--- src/hw/rtl/hed_pkg.sv ---
// ----------------------------------------------------------------------------
// hed_pkg
// Shared types and fixed tables of the character reference decoder.
// ----------------------------------------------------------------------------
package hed_pkg;

  localparam int NUM_NAMES = 38;
  localparam logic [20:0] CP_MAX = 21'h10FFFF;
  localparam logic [20:0] CP_OVER = 21'h110000;

  typedef struct packed {
    logic [7:0] text_byte;
    logic       end_of_text;
  } in_item_t;

  typedef struct packed {
    logic [7:0]  out_byte;
    logic        final_byte;
    logic [15:0] decoded_total;
  } out_item_t;

  typedef struct packed {
    logic        final_byte;
    logic [15:0] decoded_total;
  } job_tail_t;

  // names are right-justified: first character in the highest used byte
  localparam logic [47:0] NAME_TAB [NUM_NAMES] = '{
    48'("amp"), 48'("lt"), 48'("gt"), 48'("quot"), 48'("apos"),
    48'("nbsp"), 48'("copy"), 48'("reg"), 48'("trade"), 48'("euro"),
    48'("pound"), 48'("yen"), 48'("cent"), 48'("deg"), 48'("plusmn"),
    48'("times"), 48'("divide"), 48'("sect"), 48'("para"), 48'("middot"),
    48'("mdash"), 48'("ndash"), 48'("lsquo"), 48'("rsquo"), 48'("ldquo"),
    48'("rdquo"), 48'("hellip"), 48'("laquo"), 48'("raquo"), 48'("alpha"),
    48'("beta"), 48'("gamma"), 48'("delta"), 48'("infin"), 48'("ne"),
    48'("le"), 48'("ge"), 48'("check")
  };

  localparam logic [2:0] NAME_LEN [NUM_NAMES] = '{
    3'd3, 3'd2, 3'd2, 3'd4, 3'd4, 3'd4, 3'd4, 3'd3, 3'd5, 3'd4,
    3'd5, 3'd3, 3'd4, 3'd3, 3'd6, 3'd5, 3'd6, 3'd4, 3'd4, 3'd6,
    3'd5, 3'd5, 3'd5, 3'd5, 3'd5, 3'd5, 3'd6, 3'd5, 3'd5, 3'd5,
    3'd4, 3'd5, 3'd5, 3'd5, 3'd2, 3'd2, 3'd2, 3'd5
  };

  localparam logic [1:0] CODE_LEN [NUM_NAMES] = '{
    2'd1, 2'd1, 2'd1, 2'd1, 2'd1, 2'd2, 2'd2, 2'd2, 2'd3, 2'd3,
    2'd2, 2'd2, 2'd2, 2'd2, 2'd2, 2'd2, 2'd2, 2'd2, 2'd2, 2'd2,
    2'd3, 2'd3, 2'd3, 2'd3, 2'd3, 2'd3, 2'd3, 2'd2, 2'd2, 2'd2,
    2'd2, 2'd2, 2'd2, 2'd3, 2'd3, 2'd3, 2'd3, 2'd3
  };

  localparam logic [23:0] CODE_TAB [NUM_NAMES] = '{
    24'h260000, 24'h3C0000, 24'h3E0000, 24'h220000, 24'h270000,
    24'hC2A000, 24'hC2A900, 24'hC2AE00, 24'hE284A2, 24'hE282AC,
    24'hC2A300, 24'hC2A500, 24'hC2A200, 24'hC2B000, 24'hC2B100,
    24'hC39700, 24'hC3B700, 24'hC2A700, 24'hC2B600, 24'hC2B700,
    24'hE28094, 24'hE28093, 24'hE28098, 24'hE28099, 24'hE2809C,
    24'hE2809D, 24'hE280A6, 24'hC2AB00, 24'hC2BB00, 24'hCEB100,
    24'hCEB200, 24'hCEB300, 24'hCEB400, 24'hE2889E, 24'hE289A0,
    24'hE289A4, 24'hE289A5, 24'hE29C93
  };

endpackage

--- src/hw/rtl/hed_front.sv ---
// ----------------------------------------------------------------------------
// hed_front
// Accepts text bytes, tracks an open reference and turns each byte into one
// job: the full list of output bytes it causes.
// ----------------------------------------------------------------------------
module hed_front #(
  parameter int SCAN_WINDOW = 12,
  parameter int COUNT_BITS  = 16,
  parameter int SEQ_N       = SCAN_WINDOW + 1,
  parameter int LEN_W       = $clog2(SEQ_N + 1)
) (
  input  logic                     clk,
  input  logic                     rst_n,
  input  logic                     in_valid,
  output logic                     in_ready,
  input  hed_pkg::in_item_t        in_data,
  input  logic                     q_full,
  output logic                     job_push,
  output logic [SEQ_N-1:0][7:0]    job_seq,
  output logic [LEN_W-1:0]         job_len,
  output hed_pkg::job_tail_t       job_tail
);
  import hed_pkg::*;

  localparam int NAME_MAX = SCAN_WINDOW - 1;
  localparam int HC_W     = $clog2(SCAN_WINDOW);
  localparam int HI_W     = $clog2(NAME_MAX);

  typedef enum logic [2:0] {
    P_HASH, P_XOPT, P_WS, P_PRE, P_ZERO, P_DIG, P_DONE, P_NAME
  } parse_t;

  logic                  in_ref_r, in_ref_nxt;
  logic [HC_W-1:0]       hcnt_r, hcnt_nxt;
  logic [7:0]            held_r [NAME_MAX];
  logic [7:0]            held_wr [NAME_MAX];
  parse_t                pst_r, pst_nxt;
  logic                  hex_r, hex_nxt;
  logic                  neg_r, neg_nxt;
  logic [20:0]           val_r, val_nxt;
  logic [NUM_NAMES-1:0]  mask_r, mask_nxt;
  logic [COUNT_BITS-1:0] cnt_r, cnt_nxt, cnt_after;

  logic [7:0] b;
  logic       eot, accept, holdable, closing, ok, flush, fresh, opening, tail;
  logic       dec_ok, name_hit, is_x, is_ws, is_dig;
  logic [3:0] dval;
  logic [23:0] name_code;
  logic [1:0]  name_clen;
  logic [31:0] code;
  logic [2:0]  clen;
  logic [HC_W:0]  hcnt_eff;
  logic [LEN_W-1:0] head_len;
  logic [NUM_NAMES-1:0] len_match;
  logic [31:0] c32;

  assign b        = in_data.text_byte;
  assign eot      = in_data.end_of_text;
  assign in_ready = !q_full;
  assign accept   = in_valid && in_ready;

  assign is_x  = (b == "x") || (b == "X");
  assign is_ws = ((b >= 8'h09) && (b <= 8'h0D)) || (b == 8'h20);

  always_comb begin
    is_dig = 1'b0;
    dval   = 4'd0;
    if ((b >= "0") && (b <= "9")) begin
      is_dig = 1'b1;
      dval   = 4'(b - "0");
    end else if (hex_r && (b >= "a") && (b <= "f")) begin
      is_dig = 1'b1;
      dval   = 4'(b - "a" + 8'd10);
    end else if (hex_r && (b >= "A") && (b <= "F")) begin
      is_dig = 1'b1;
      dval   = 4'(b - "A" + 8'd10);
    end
  end

  // name match over the held prefix
  always_comb begin
    logic [2:0] idx;
    logic [7:0] ch;
    name_code = '0;
    name_clen = '0;
    for (int k = 0; k < NUM_NAMES; k++) begin
      idx = 3'd0;
      ch  = 8'd0;
      len_match[k] = (32'(NAME_LEN[k]) == 32'(hcnt_r));
      if (32'(hcnt_r) < 32'(NAME_LEN[k])) begin
        idx = 3'(32'(NAME_LEN[k]) - 32'(hcnt_r) - 32'd1);
        ch  = NAME_TAB[k][8*idx +: 8];
      end
      mask_nxt[k] = mask_r[k] && (32'(hcnt_r) < 32'(NAME_LEN[k])) && (ch == b);
      if (mask_r[k] && len_match[k]) begin
        name_code = name_code | CODE_TAB[k];
        name_clen = name_clen | CODE_LEN[k];
      end
    end
  end
  assign name_hit = |(mask_r & len_match);

  // one numeric parse step on a held byte
  always_comb begin
    parse_t     s;
    logic       used;
    logic [25:0] acc;
    s       = pst_r;
    used    = 1'b0;
    hex_nxt = hex_r;
    neg_nxt = neg_r;
    val_nxt = val_r;
    pst_nxt = pst_r;
    acc     = '0;
    if (s == P_HASH) begin
      pst_nxt = (b == "#") ? P_XOPT : P_NAME;
      used    = 1'b1;
    end
    if (!used && (s == P_XOPT)) begin
      if (is_x) begin
        hex_nxt = 1'b1;
        pst_nxt = P_WS;
        used    = 1'b1;
      end else begin
        s = P_WS;
      end
    end
    if (!used && (s == P_WS)) begin
      if (is_ws) begin
        pst_nxt = P_WS;
        used    = 1'b1;
      end else if ((b == "+") || (b == "-")) begin
        neg_nxt = (b == "-");
        pst_nxt = hex_nxt ? P_PRE : P_DIG;
        used    = 1'b1;
      end else begin
        s = hex_nxt ? P_PRE : P_DIG;
      end
    end
    if (!used && (s == P_PRE)) begin
      if (b == "0") begin
        pst_nxt = P_ZERO;
        used    = 1'b1;
      end else begin
        s = P_DIG;
      end
    end
    if (!used && (s == P_ZERO)) begin
      if (is_x) begin
        pst_nxt = P_DIG;
        used    = 1'b1;
      end else begin
        s = P_DIG;
      end
    end
    if (!used && (s == P_DIG)) begin
      if (is_dig) begin
        acc = hex_nxt ? {1'b0, val_r, 4'b0} : 26'(val_r) * 26'd10;
        acc = acc + 26'(dval);
        val_nxt = (acc > 26'(CP_MAX)) ? CP_OVER : acc[20:0];
        pst_nxt = P_DIG;
      end else begin
        pst_nxt = P_DONE;
      end
    end
  end

  always_comb begin
    dec_ok = 1'b0;
    unique case (pst_r)
      P_HASH:  dec_ok = 1'b0;
      P_NAME:  dec_ok = name_hit;
      default: dec_ok = !neg_r && (val_r != 21'd0) && (val_r <= CP_MAX);
    endcase
  end

  // UTF-8 code of the closed reference
  always_comb begin
    code = '0;
    clen = 3'd0;
    if (pst_r == P_NAME) begin
      code = {name_code, 8'h00};
      clen = {1'b0, name_clen};
    end else if (val_r <= 21'h7F) begin
      code = {val_r[7:0], 24'h0};
      clen = 3'd1;
    end else if (val_r <= 21'h7FF) begin
      code = {8'hC0 | {3'b0, val_r[10:6]}, 8'h80 | {2'b0, val_r[5:0]}, 16'h0};
      clen = 3'd2;
    end else if (val_r <= 21'hFFFF) begin
      code = {8'hE0 | {4'b0, val_r[15:12]}, 8'h80 | {2'b0, val_r[11:6]},
              8'h80 | {2'b0, val_r[5:0]}, 8'h0};
      clen = 3'd3;
    end else begin
      code = {8'hF0 | {5'b0, val_r[20:18]}, 8'h80 | {2'b0, val_r[17:12]},
              8'h80 | {2'b0, val_r[11:6]}, 8'h80 | {2'b0, val_r[5:0]}};
      clen = 3'd4;
    end
  end

  assign holdable = in_ref_r && (32'(hcnt_r) < NAME_MAX) &&
                    (b != ";") && (b != " ") && (b != "&");
  assign closing  = in_ref_r && !holdable;
  assign ok       = closing && (b == ";") && dec_ok;
  assign fresh    = !in_ref_r || (closing && !ok);
  assign flush    = (closing && !ok) || (holdable && eot);
  assign opening  = fresh && (b == "&");
  assign tail     = fresh && ((b != "&") || eot);
  assign hcnt_eff = holdable ? ({1'b0, hcnt_r} + 1'b1) : {1'b0, hcnt_r};

  always_comb begin
    for (int k = 0; k < NAME_MAX; k++) begin
      held_wr[k] = (holdable && (32'(hcnt_r) == k)) ? b : held_r[k];
    end
  end

  always_comb begin
    logic [7:0] h;
    head_len = flush ? LEN_W'(hcnt_eff) + 1'b1 : (ok ? LEN_W'(clen) : '0);
    for (int j = 0; j < SEQ_N; j++) begin
      h = 8'h00;
      if (flush) begin
        if (j == 0) begin
          h = "&";
        end else if (j <= NAME_MAX) begin
          h = held_wr[j-1];
        end
      end else if (j < 4) begin
        h = code[8*(3-j) +: 8];
      end
      job_seq[j] = (32'(j) < 32'(head_len)) ? h : b;
    end
    job_len = head_len + LEN_W'(tail);
  end

  always_comb begin
    cnt_after = cnt_r;
    if (ok && (cnt_r != '1)) begin
      cnt_after = cnt_r + 1'b1;
    end
    cnt_nxt = eot ? '0 : cnt_after;
    c32 = 32'(cnt_after);
    job_tail.final_byte    = eot;
    job_tail.decoded_total = (c32 > 32'hFFFF) ? 16'hFFFF : c32[15:0];
  end

  assign job_push   = accept && (job_len != '0);
  assign in_ref_nxt = !eot && (holdable || opening);
  assign hcnt_nxt   = (holdable && !eot) ? hcnt_r + 1'b1 : '0;

  always_ff @(posedge clk) begin
    if (!rst_n) begin
      in_ref_r <= 1'b0;
      hcnt_r   <= '0;
      cnt_r    <= '0;
      pst_r    <= P_HASH;
    end else if (accept) begin
      in_ref_r <= in_ref_nxt;
      hcnt_r   <= hcnt_nxt;
      cnt_r    <= cnt_nxt;
      if (opening) begin
        pst_r <= P_HASH;
      end else if (holdable) begin
        pst_r <= pst_nxt;
      end
    end
  end

  always_ff @(posedge clk) begin
    if (accept) begin
      if (opening) begin
        mask_r <= '1;
        val_r  <= '0;
        neg_r  <= 1'b0;
        hex_r  <= 1'b0;
      end else if (holdable) begin
        mask_r <= mask_nxt;
        val_r  <= val_nxt;
        neg_r  <= neg_nxt;
        hex_r  <= hex_nxt;
        held_r[hcnt_r[HI_W-1:0]] <= b;
      end
    end
  end

endmodule

--- src/hw/rtl/hed_queue.sv ---
// ----------------------------------------------------------------------------
// hed_queue
// Short job queue between the front and the back.
// ----------------------------------------------------------------------------
module hed_queue #(
  parameter int WIDTH = 8,
  parameter int DEPTH = 4
) (
  input  logic             clk,
  input  logic             rst_n,
  input  logic             push,
  input  logic [WIDTH-1:0] push_data,
  input  logic             pop,
  output logic [WIDTH-1:0] head_data,
  output logic             full,
  output logic             empty
);
  localparam int PTR_W = (DEPTH > 1) ? $clog2(DEPTH) : 1;
  localparam int CNT_W = $clog2(DEPTH + 1);

  logic [WIDTH-1:0] mem_r [DEPTH];
  logic [PTR_W-1:0] wp_r, rp_r;
  logic [CNT_W-1:0] cnt_r;

  assign full      = (32'(cnt_r) == DEPTH);
  assign empty     = (cnt_r == '0);
  assign head_data = mem_r[rp_r];

  always_ff @(posedge clk) begin
    if (!rst_n) begin
      wp_r  <= '0;
      rp_r  <= '0;
      cnt_r <= '0;
    end else begin
      if (push) begin
        wp_r <= (32'(wp_r) == DEPTH - 1) ? '0 : wp_r + 1'b1;
      end
      if (pop) begin
        rp_r <= (32'(rp_r) == DEPTH - 1) ? '0 : rp_r + 1'b1;
      end
      if (push && !pop) begin
        cnt_r <= cnt_r + 1'b1;
      end else if (pop && !push) begin
        cnt_r <= cnt_r - 1'b1;
      end
    end
  end

  always_ff @(posedge clk) begin
    if (push) begin
      mem_r[wp_r] <= push_data;
    end
  end

endmodule

--- src/hw/rtl/hed_back.sv ---
// ----------------------------------------------------------------------------
// hed_back
// Walks the head job into the output register one byte per unstalled beat.
// ----------------------------------------------------------------------------
module hed_back #(
  parameter int SEQ_N = 13,
  parameter int LEN_W = 4
) (
  input  logic                  clk,
  input  logic                  rst_n,
  input  logic                  q_empty,
  input  logic [SEQ_N-1:0][7:0] head_seq,
  input  logic [LEN_W-1:0]      head_len,
  input  hed_pkg::job_tail_t    head_tail,
  output logic                  q_pop,
  output logic                  out_valid,
  input  logic                  out_ready,
  output hed_pkg::out_item_t    out_data
);
  import hed_pkg::*;

  localparam int IDX_W = $clog2(SEQ_N);

  logic [IDX_W-1:0] idx_r;
  logic             out_valid_r;
  out_item_t        out_data_r;
  logic             load, last;

  assign load      = !q_empty && (!out_valid_r || out_ready);
  assign last      = (32'(idx_r) + 32'd1 == 32'(head_len));
  assign q_pop     = load && last;
  assign out_valid = out_valid_r;
  assign out_data  = out_data_r;

  always_ff @(posedge clk) begin
    if (!rst_n) begin
      idx_r       <= '0;
      out_valid_r <= 1'b0;
    end else begin
      if (load) begin
        out_valid_r <= 1'b1;
        idx_r       <= last ? '0 : idx_r + 1'b1;
      end else if (out_ready) begin
        out_valid_r <= 1'b0;
      end
    end
  end

  always_ff @(posedge clk) begin
    if (load) begin
      out_data_r.out_byte      <= head_seq[idx_r];
      out_data_r.final_byte    <= last && head_tail.final_byte;
      out_data_r.decoded_total <= (last && head_tail.final_byte) ?
                                  head_tail.decoded_total : 16'h0;
    end
  end

  a_total_only_final: assert property (@(posedge clk) disable iff (!rst_n)
    out_valid_r && !out_data_r.final_byte |-> out_data_r.decoded_total == 16'h0)
    else $error("total shown on a non-final byte");

  a_pop_nonempty: assert property (@(posedge clk) disable iff (!rst_n)
    q_pop |-> !q_empty)
    else $error("pop from empty queue");

  a_idx_in_job: assert property (@(posedge clk) disable iff (!rst_n)
    !q_empty |-> 32'(idx_r) < 32'(head_len))
    else $error("byte index beyond job length");

endmodule

--- src/hw/rtl/html_entity_decoder_core.sv ---
// ----------------------------------------------------------------------------
// html_entity_decoder_core
// Streaming decoder of HTML character references into UTF-8.
// ----------------------------------------------------------------------------
// The core takes one text byte per cycle as long as its job queue has room;
// each byte becomes a job of 0 to SCAN_WINDOW+1 output bytes, and the back end
// sends one output byte per cycle while out_ready is high, so a job holds the
// output side until it is sent, while the QUEUE_DEPTH-entry queue keeps the
// input moving. Text without references runs at one byte per cycle in and out;
// a text's last byte carries final_byte and the count of decoded references.
// ----------------------------------------------------------------------------
module html_entity_decoder_core #(
  parameter int SCAN_WINDOW = 12,
  parameter int COUNT_BITS  = 16,
  parameter int QUEUE_DEPTH = 4
) (
  input  logic               clk,
  input  logic               rst_n,
  input  logic               in_valid,
  output logic               in_ready,
  input  hed_pkg::in_item_t  in_data,
  output logic               out_valid,
  input  logic               out_ready,
  output hed_pkg::out_item_t out_data
);
  import hed_pkg::*;

  localparam int SEQ_N = SCAN_WINDOW + 1;
  localparam int LEN_W = $clog2(SEQ_N + 1);
  localparam int JOB_W = SEQ_N * 8 + LEN_W + $bits(job_tail_t);

  logic                  q_full, q_empty, job_push, q_pop;
  logic [SEQ_N-1:0][7:0] job_seq, head_seq;
  logic [LEN_W-1:0]      job_len, head_len;
  job_tail_t             job_tail, head_tail;
  logic [JOB_W-1:0]      head_job;

  hed_front #(
    .SCAN_WINDOW (SCAN_WINDOW),
    .COUNT_BITS  (COUNT_BITS),
    .SEQ_N       (SEQ_N),
    .LEN_W       (LEN_W)
  ) u_front (
    .clk      (clk),
    .rst_n    (rst_n),
    .in_valid (in_valid),
    .in_ready (in_ready),
    .in_data  (in_data),
    .q_full   (q_full),
    .job_push (job_push),
    .job_seq  (job_seq),
    .job_len  (job_len),
    .job_tail (job_tail)
  );

  hed_queue #(
    .WIDTH (JOB_W),
    .DEPTH (QUEUE_DEPTH)
  ) u_queue (
    .clk       (clk),
    .rst_n     (rst_n),
    .push      (job_push),
    .push_data ({job_seq, job_len, job_tail}),
    .pop       (q_pop),
    .head_data (head_job),
    .full      (q_full),
    .empty     (q_empty)
  );

  assign {head_seq, head_len, head_tail} = head_job;

  hed_back #(
    .SEQ_N (SEQ_N),
    .LEN_W (LEN_W)
  ) u_back (
    .clk       (clk),
    .rst_n     (rst_n),
    .q_empty   (q_empty),
    .head_seq  (head_seq),
    .head_len  (head_len),
    .head_tail (head_tail),
    .q_pop     (q_pop),
    .out_valid (out_valid),
    .out_ready (out_ready),
    .out_data  (out_data)
  );

endmodule
--- config.mk ---
export PLATFORM = sky130hd
export DESIGN_NAME = html_entity_decoder_core
export DESIGN_NICKNAME = d
export VERILOG_FILES = /design/src/hw/rtl/hed_pkg.sv /design/src/hw/rtl/hed_front.sv /design/src/hw/rtl/hed_queue.sv /design/src/hw/rtl/hed_back.sv /design/src/hw/rtl/html_entity_decoder_core.sv
export SDC_FILE = /design/constraint.sdc
export NUM_CORES = 1
export LEC_CHECK = 0
export BUFFER_PORTS_ARGS = -buffer_cell sky130_fd_sc_hd__buf_2
export CORE_MARGIN = 8
export CORE_UTILIZATION = 43
export DETAILED_ROUTE_END_ITERATION = 12
export SYNTH_ARGS = -nofsm -noshare
export SYNTH_HDL_FRONTEND = slang
export SYNTH_HIERARCHICAL = 1
export SYNTH_SLANG_ARGS = --single-unit
--- constraint.sdc ---
create_clock -name clk -period 16.95 [get_ports clk]
set_input_delay 0 -clock clk [delete_from_list [all_inputs] [get_ports clk]]
set_output_delay 0 -clock clk [all_outputs]
set_load 0.1 [all_outputs]
# Word level (Yosys, flattened, before mapping)
# Memories as Yosys holds them, arrays and structs flattened. A register that Yosys moved wholly into a read port is not among the register bits.
# Index checks and enable logic that the tools add are counted.
[word_totals]
elab_cells = 745
ff_bits = 122
output_inout_bits = 27
mem_count = 2
latchBits = 0
in_bits = 13
ramBits = 588
romBits = 0
[classes]
n_addsub = 27
n_reduce_logical = 192
n_eq_ne = 89
mul = 1
n_lt_le_gt_ge = 33
n_mux = 346
n_shift = 38
div_mod_pow = 0
bitwise = 1
[mem_list]
columns = ["memory", "words", "width", "read_ports", "rd_ports_with_merged_regs", "write_ports", "line", "source"]
rows = [
  ["u_queue.mem_r", 4, 125, 1, 1, 1, "hed_queue.sv:21", "logic [WIDTH-1:0] mem_r [DEPTH];"],
  ["u_front.held_r", 11, 8, 11, 0, 1, "hed_front.sv:35", "logic [7:0] held_r [NAME_MAX];"],
]
[ops]
columns = ["operator", "count"]
rows = [
  ["48-bit by 7-bit indexed part select with 8-bit output, first input constant", 38],
  ["8-bit 2-to-1 mux", 102],
  ["24-bit 2-to-1 mux", 33],
  ["8-bit == test", 38],
  ["32-bit 2-to-1 mux", 9],
  ["38-bit 2-to-1 mux", 5],
  ["21-bit 2-to-1 mux", 9],
  ["3-bit 2-to-1 mux", 60],
  ["1-bit logical AND", 159],
  ["22-bit 2-to-1 mux", 5],
  ["2-bit 2-to-1 mux", 42],
  ["16-bit 2-to-1 mux", 4],
  ["1-bit 2-to-1 mux", 59],
  ["8-bit by 6-bit == test with 1-bit output, second input constant", 7],
  ["4-bit 2-to-1 mux", 14],
  ["38-bit AND", 1],
  ["38-bit OR reduction", 1],
  ["8-bit binary-select mux with 4-bit select", 1],
  ["32-bit by 4-bit == test with 1-bit output", 1],
  ["29-bit 2-to-1 mux", 1],
  ["26-bit by 4-bit adder with 26-bit output", 1],
  ["26-bit by 21-bit greater-than comparator with 1-bit output, second input constant", 1],
  ["25-bit 2-to-1 mux", 1],
  ["21-bit by 3-bit multiplier with 24-bit output, second input constant", 1],
  ["55 further kinds", 134],
]

# Longest topological paths before layout
[depth]
depth_word = 53
ltp_mapped = 23
mapped_depth_nobuf = 19

# Cells and area by module
# The synthesis kept the hierarchy.
[modules_own_cells]
columns = ["mod", "area_per_inst_um2", "seq_area_each_um2", "instances", "cells_each"]
rows = [
  ["hed_queue", 18462.7, 15194.6, 1, 697],
  ["hed_front", 14846.7, 4954.8, 1, 1661],
  ["hed_back", 2093.3, 850.8, 1, 172],
]

# Worst setup path before layout
# Ideal clock, no wire load.
[synth_timing]
kind = "input to register"
startpoint = "input in_data[1] (netlist name)"
endpoint = "memory u_queue/mem_r[0][0] (netlist name) (enable)"
required_time_ns = 16.452
setup_time_ns = 0.498
path_buffers = 4
cell_stages = 17
setup_slack_ns = 9.612
arrival_ns = 6.840
path_cell_list = "clkbuf_1 -> clkinv_1 -> buf_1 -> ha_1 -> mux2_2 -> a32o_1 -> a21oi_1 -> clkbuf_1 -> clkbuf_1 -> o21ai_0 -> ha_1 -> nand3_1 -> o211ai_2 -> ha_1 -> xor2_1 -> o41a_1 -> and2_1"
[synth_via]
elab_chain_cells = 17
word_cells_on_any_way = 27
classes_between = "2 x add/sub; 4 x eq/ne; 5 x mux; 16 x reduce/logical"
[synth_lines]
columns = ["item", "line", "source"]
rows = [
  ["start: declaration", "html_entity_decoder_core.sv:21", "input hed_pkg::in_item_t in_data,"],
  ["branches (longest 12 deep; another with 4-bit by 1-bit adder with 4-bit output)", "n/a", ""],
  ["4-bit by 1-bit adder with 4-bit output *", "hed_front.sv:233", "job_len = head_len + LEN_W'(tail);"],
  ["via job_len[2]", "html_entity_decoder_core.sv:34", "logic [LEN_W-1:0] job_len, head_len;"],
  ["4-bit nonzero test *", "hed_front.sv:247", "assign job_push = accept && (job_len != '0);"],
  ["1-bit logical AND *", "hed_front.sv:247", ""],
  ["via job_push", "html_entity_decoder_core.sv:32", "logic q_full, q_empty, job_push, q_pop;"],
  ["1-bit 2-to-1 mux *", "hed_queue.sv:50", "if (push) begin"],
  ["1-bit 2-to-1 mux (not written as such) *", "hed_queue.sv:51", "mem_r[wp_r] <= push_data;"],
  ["end: declaration", "hed_queue.sv:21", ""],
]
# Mark *: on every way through the listed nets, which the timed path passes.

# Worst setup path after layout
[layout_timing]
startpoint = "register u_front.hcnt_r[0]"
endpoint = "memory u_queue/mem_r[3][86] (netlist name) (enable)"
[layout_via]
elab_chain_cells = 48
word_cells_on_any_way = 110
classes_between = "3 x add/sub; 1 x order compare; 5 x eq/ne; 45 x mux; 1 x bitwise; 55 x reduce/logical"
[layout_lines]
columns = ["item", "line", "source"]
rows = [
  ["start: declaration", "hed_front.sv:34", "logic [HC_W-1:0] hcnt_r, hcnt_nxt;"],
  ["start signal: assignment", "hed_front.sv:259", "hcnt_r <= hcnt_nxt;"],
  ["2-bit by 4-bit == test with 1-bit output", "hed_front.sv:89", "len_match[k] = (32'(NAME_LEN[k]) == 32'(hcnt_r));"],
  ["1-bit logical AND", "hed_front.sv:95", "if (mask_r[k] && len_match[k]) begin"],
  ["1-bit 2-to-1 mux (5 in series)", "hed_front.sv:95", ""],
  ["2-bit 2-to-1 mux (33 in series)", "hed_front.sv:95", ""],
  ["3-bit 2-to-1 mux", "hed_front.sv:181", "if (pst_r == P_NAME) begin"],
  ["3-bit 2-to-1 mux", "hed_front.sv:219", "head_len = flush ? LEN_W'(hcnt_eff) + 1'b1 : (ok ? LEN_W'(clen) : '0);"],
  ["4-bit 2-to-1 mux", "hed_front.sv:219", ""],
  ["4-bit by 1-bit adder with 4-bit output *", "hed_front.sv:233", ""],
  ["via job_len[3]", "html_entity_decoder_core.sv:34", ""],
  ["4-bit nonzero test *", "hed_front.sv:247", ""],
  ["1-bit logical AND *", "hed_front.sv:247", ""],
  ["via job_push", "html_entity_decoder_core.sv:32", ""],
  ["1-bit 2-to-1 mux *", "hed_queue.sv:50", ""],
  ["1-bit 2-to-1 mux (not written as such) *", "hed_queue.sv:51", ""],
]
# Mark *: on every way through the listed nets, which the timed path passes. The rest lies on a longest branch.

==> run summary <==
DRC viols = 0
via count = 22,700
crit end category = flop
Fmax achieved = 128 MHz
Post-synth EDFFs = 674
WP data required = 17,170 ps
most common cell after layout, fill and taps aside = edfxtp_1
Slew Viols, Final = 0
initial antenna violation count = 1
r2r startpoint = u_front/hcnt_r[0]$_SDFFE_PN0P_
cts repair resizes = 0
Seq cells post-synth = 712
Crit Path Max Fanout = 57
Port Buffer Count = 39
Setup crit end = u_queue/mem_r[3][86]$_DFFE_PP_
R2R Path End = u_queue/mem_r[3][86]$_DFFE_PP_
H-tree depth = 3
die width = 303 um
Wirelength per Cell = 26.9 um
FILL cells = 7,142
CTS Buffer Depth = 3
CTS buffer count = 77
largest family of logic cells by synthesized area = multiplexers
die height = 303 um
total gr overflow = 0
Syn Nets = 2,622
sequential share of power = 45.6%
simple-gate area share of the yosys netlist = 9.78%
Nets = 2,629
clk sinks = 712
worst path bufs/invs = 3
Post-Synth XOR/XNOR Area = 3.29%
min-delay worst type = in -> reg
mux share of post-synthesis cell area = 12.1%
total wire length = 98.9 mm
crit path time final = 7790 ps
CP Depth = 15
Synth area leader = edfxtp_1
synth top area cells = edfxtp_1 (57%), mux4_2 (8.5%), ha_1 (2.7%)
worst slew pin tran = 1170 ps
crit start category = flop
Worst path max stage delay = 1050 ps
VDD IR max = 0.0966 mV
clock group share of total power = 34.0%
DR vias/cell = 6.18
CP Data Arrival Time = 8020 ps
core area = 81,800 sq um
# IOs = 40
final hold vios = 0
slowest CP cell = dfxtp_1
Clock Pin Slew Worst Setup and Hold Paths = 60 ps
Power Density = 122 nW/um^2
overall power = 4.78 mW
family with the most delay on the worst path = buffers and inverters
Max Cap Violations = 0
Net Sw Frac = 29.3%
register area share after synthesis = 59.3%
unrepaired setup endpoints after global routing = false
internal power summed over all cells = 3.38 mW
Die ar. = 91,800 sq um
placement row count = 105
cells along the critical path = inv_1 -> ha_1 -> and3b_1 -> a22o_1 -> nor4_2 -> and3_1 -> a21boi_4 -> o21bai_2 -> a21bo_4 -> and3_1 -> xnor2_1 -> o41a_1 -> and2_4 -> buf_4 -> buf_4
Most used DFF post-synth = edfxtp_1
Syn Inst Count = 2,530
vias in the first global route = 22,300
worst rel slew slack = 21.7%
first-pass GRT wire length = 147 mm
library cells used by synthesis = 106
register-to-register setup slack = 9160 ps
Starting Density = 43.3%
Synth-to-Final Area Change = 10.3%
fin util = 47.7%
Adder-Cell Fraction of Synth Area = 2.86%
Post-DP HPWL = 64.7 mm
leakage = 12.6 nW
WS Path Type = reg -> reg
first-pass iteration count of the detailed router = 5
yosys warns = 6
FF-to-FF path depth = 15
1st-iter DRT viols = 2,465
cell area after synthesis = 35,400 sq um
Placer Congestion = 0.956
Tcrit/Tclk final = 46.0%
clk root buf = clkbuf_16
power share of the combinational group = 20.3%
latest clock arrival within the worst-skew pair = 620 ps
gr usage total = 21.2%
Worst Skew = 20.0 ps
area share of the largest cell type after synthesis = 57.2%
DRT antenna net count = 0
Mapped Avg Cell Area = 14.0 sq um
status = finished clean
layout cells sized above 1 = 17.8%
Switch Pwr = 1.40 mW
Worst Setup SP = u_front/hcnt_r[0]$_SDFFE_PN0P_
Multi-input gate area = 13,500 sq um
most frequent cells in the layout = edfxtp_1 (674), nand2_1 (154), mux4_2 (133)
Setup TNS = 0 ps
Synth Area in Compound Gates = 9.87%
final setup violation count = 0
Register Area = 21,000 sq um
largest net degree at the start of global routing = 70
Async S/R FF share, synth = 0%
CTS tree = built
[power by group through the flow]
stage / combinational [mW] / clock [mW] / sequential, mW
after floorplan: 0.532 / 0 / 2.43
after global placement: 0.980 / 0 / 2.21
after detailed placement: 0.988 / 0 / 2.22
after CTS: 0.992 / 1.67 / 2.19
after global routing: 1.02 / 1.73 / 2.20
final: 0.971 / 1.63 / 2.18
[worst min path at each step]
stage | slack, ps | to | depth (start not counted) | start
after detailed placement | 470 | u_queue/mem_r[3][16]$_DFFE_PP_ | 1 | in_data[0]
after CTS | 5 | u_front/held_r[8][3]$_DFFE_PP_ | 2 | in_data[4]
after global placement | 460 | u_front/pst_r[0]$_SDFFE_PN0P_ | 3 | rst_n
after global routing | 20 | u_front/held_r[3][3]$_DFFE_PP_ | 2 | in_data[4]
final | 30 | u_front/held_r[3][3]$_DFFE_PP_ | 2 | in_data[4]
after floorplan | 100 | u_front/held_r[0][0]$_DFFE_PP_ | 0 | in_data[1]
[flip-flops by register name (all words and copies together), names as in the netlist, named ones only]
| register | cells |
|---|---|
| u_front/mask_r | 38 |
| u_queue/mem_r | 500 |
| u_front/cnt_r | 16 |
| u_back/out_data | 25 |
| u_front/neg_r | 1 |
| u_front/hex_r | 1 |
| u_front/in_ref_r | 1 |
| u_front/held_r | 88 |
| u_queue/rp_r | 2 |
| u_queue/wp_r | 2 |
| u_queue/cnt_r | 3 |
| u_front/hcnt_r | 4 |
| u_back/out_valid | 1 |
| u_back/idx_r | 4 |
| u_front/pst_r | 3 |
| u_front/val_r | 21 |
[worst register-to-register path, cell delays in order (launching register included)]
cell and delay [ps]:
dfxtp_1 1050, inv_1 340, ha_1 590, and3b_1 460, a22o_1 300, nor4_2 370, and3_1 360, a21boi_4 140
o21bai_2 660, a21bo_4 350, and3_1 200, xnor2_1 230, o41a_1 390, and2_4 370, buf_4 700, buf_4 820
[per-layer routing]
metal  vias up  track usage [%]  wire, um
met1     11600             29.5     42700
met5         -                0         0
met2       885             34.6     47300
li1      10000                -         -
met4         0             5.88      2730
met3       174             3.17      6080
[synthesized netlist by cell type (all sizes together) (14+ instances only)]
master / instances
xnor2: 87
a31oi: 27
mux2i: 48
nand2: 154
or3: 15
a22o: 21
a21oi: 98
nor2: 116
and2: 42
edfxtp: 674
dfxtp: 38
nand3: 101
nand4: 39
nor4: 35
inv: 46
nor3: 35
ha: 76
mux2: 73
clkbuf: 86
o31ai: 27
nor2b: 26
nor3b: 15
buf: 78
xor2: 46
o21a: 15
and3: 14
mux4: 133
o21ai: 116
o22ai: 18
[what timing repair did]
item / 4_1_cts / 5_1_grt
endpoints found under the hold margin: 34 / 0
buffers inserted: 0 / 0
hold buffers: 6 / 0
[area by class of cell]
cell class	count	area share (%)
Inverter	47	0.452
Timing Repair Buffer	92	1.56
Antenna cell	1	0.00641
Tap cell	1070	3.43
Sequential cell	712	53.8
Multi-Input combinational cell	1607	34.5
Clock inverter	39	0.964
Clock buffer	101	5.32
[cell families (layout without fill, tap and decap cells)]
family / after synthesis / in the layout
AOI/OAI and AO/OA: 491 / 491
buffers and inverters: 211 / 279
muxes: 254 / 254
other: 0 / 1
adders and majority gates: 79 / 79
and+or+nand+nor: 650 / 650
xor gates and xnor gates: 133 / 133
DFF: 712 / 712
[stage by stage]
stage	worst slack [ps]	hold slack, ps	area, sq um	cells
after floorplan	9610	98.9	35400	2530
after global placement	9430	456	36500	3522
after detailed placement	9240	469	36500	3522
after CTS	9220	5.27	39100	3668
after global routing	8780	20.9	39100	3668
final	9160	31.1	39100	3669
(Power assumes the default switching activity.)
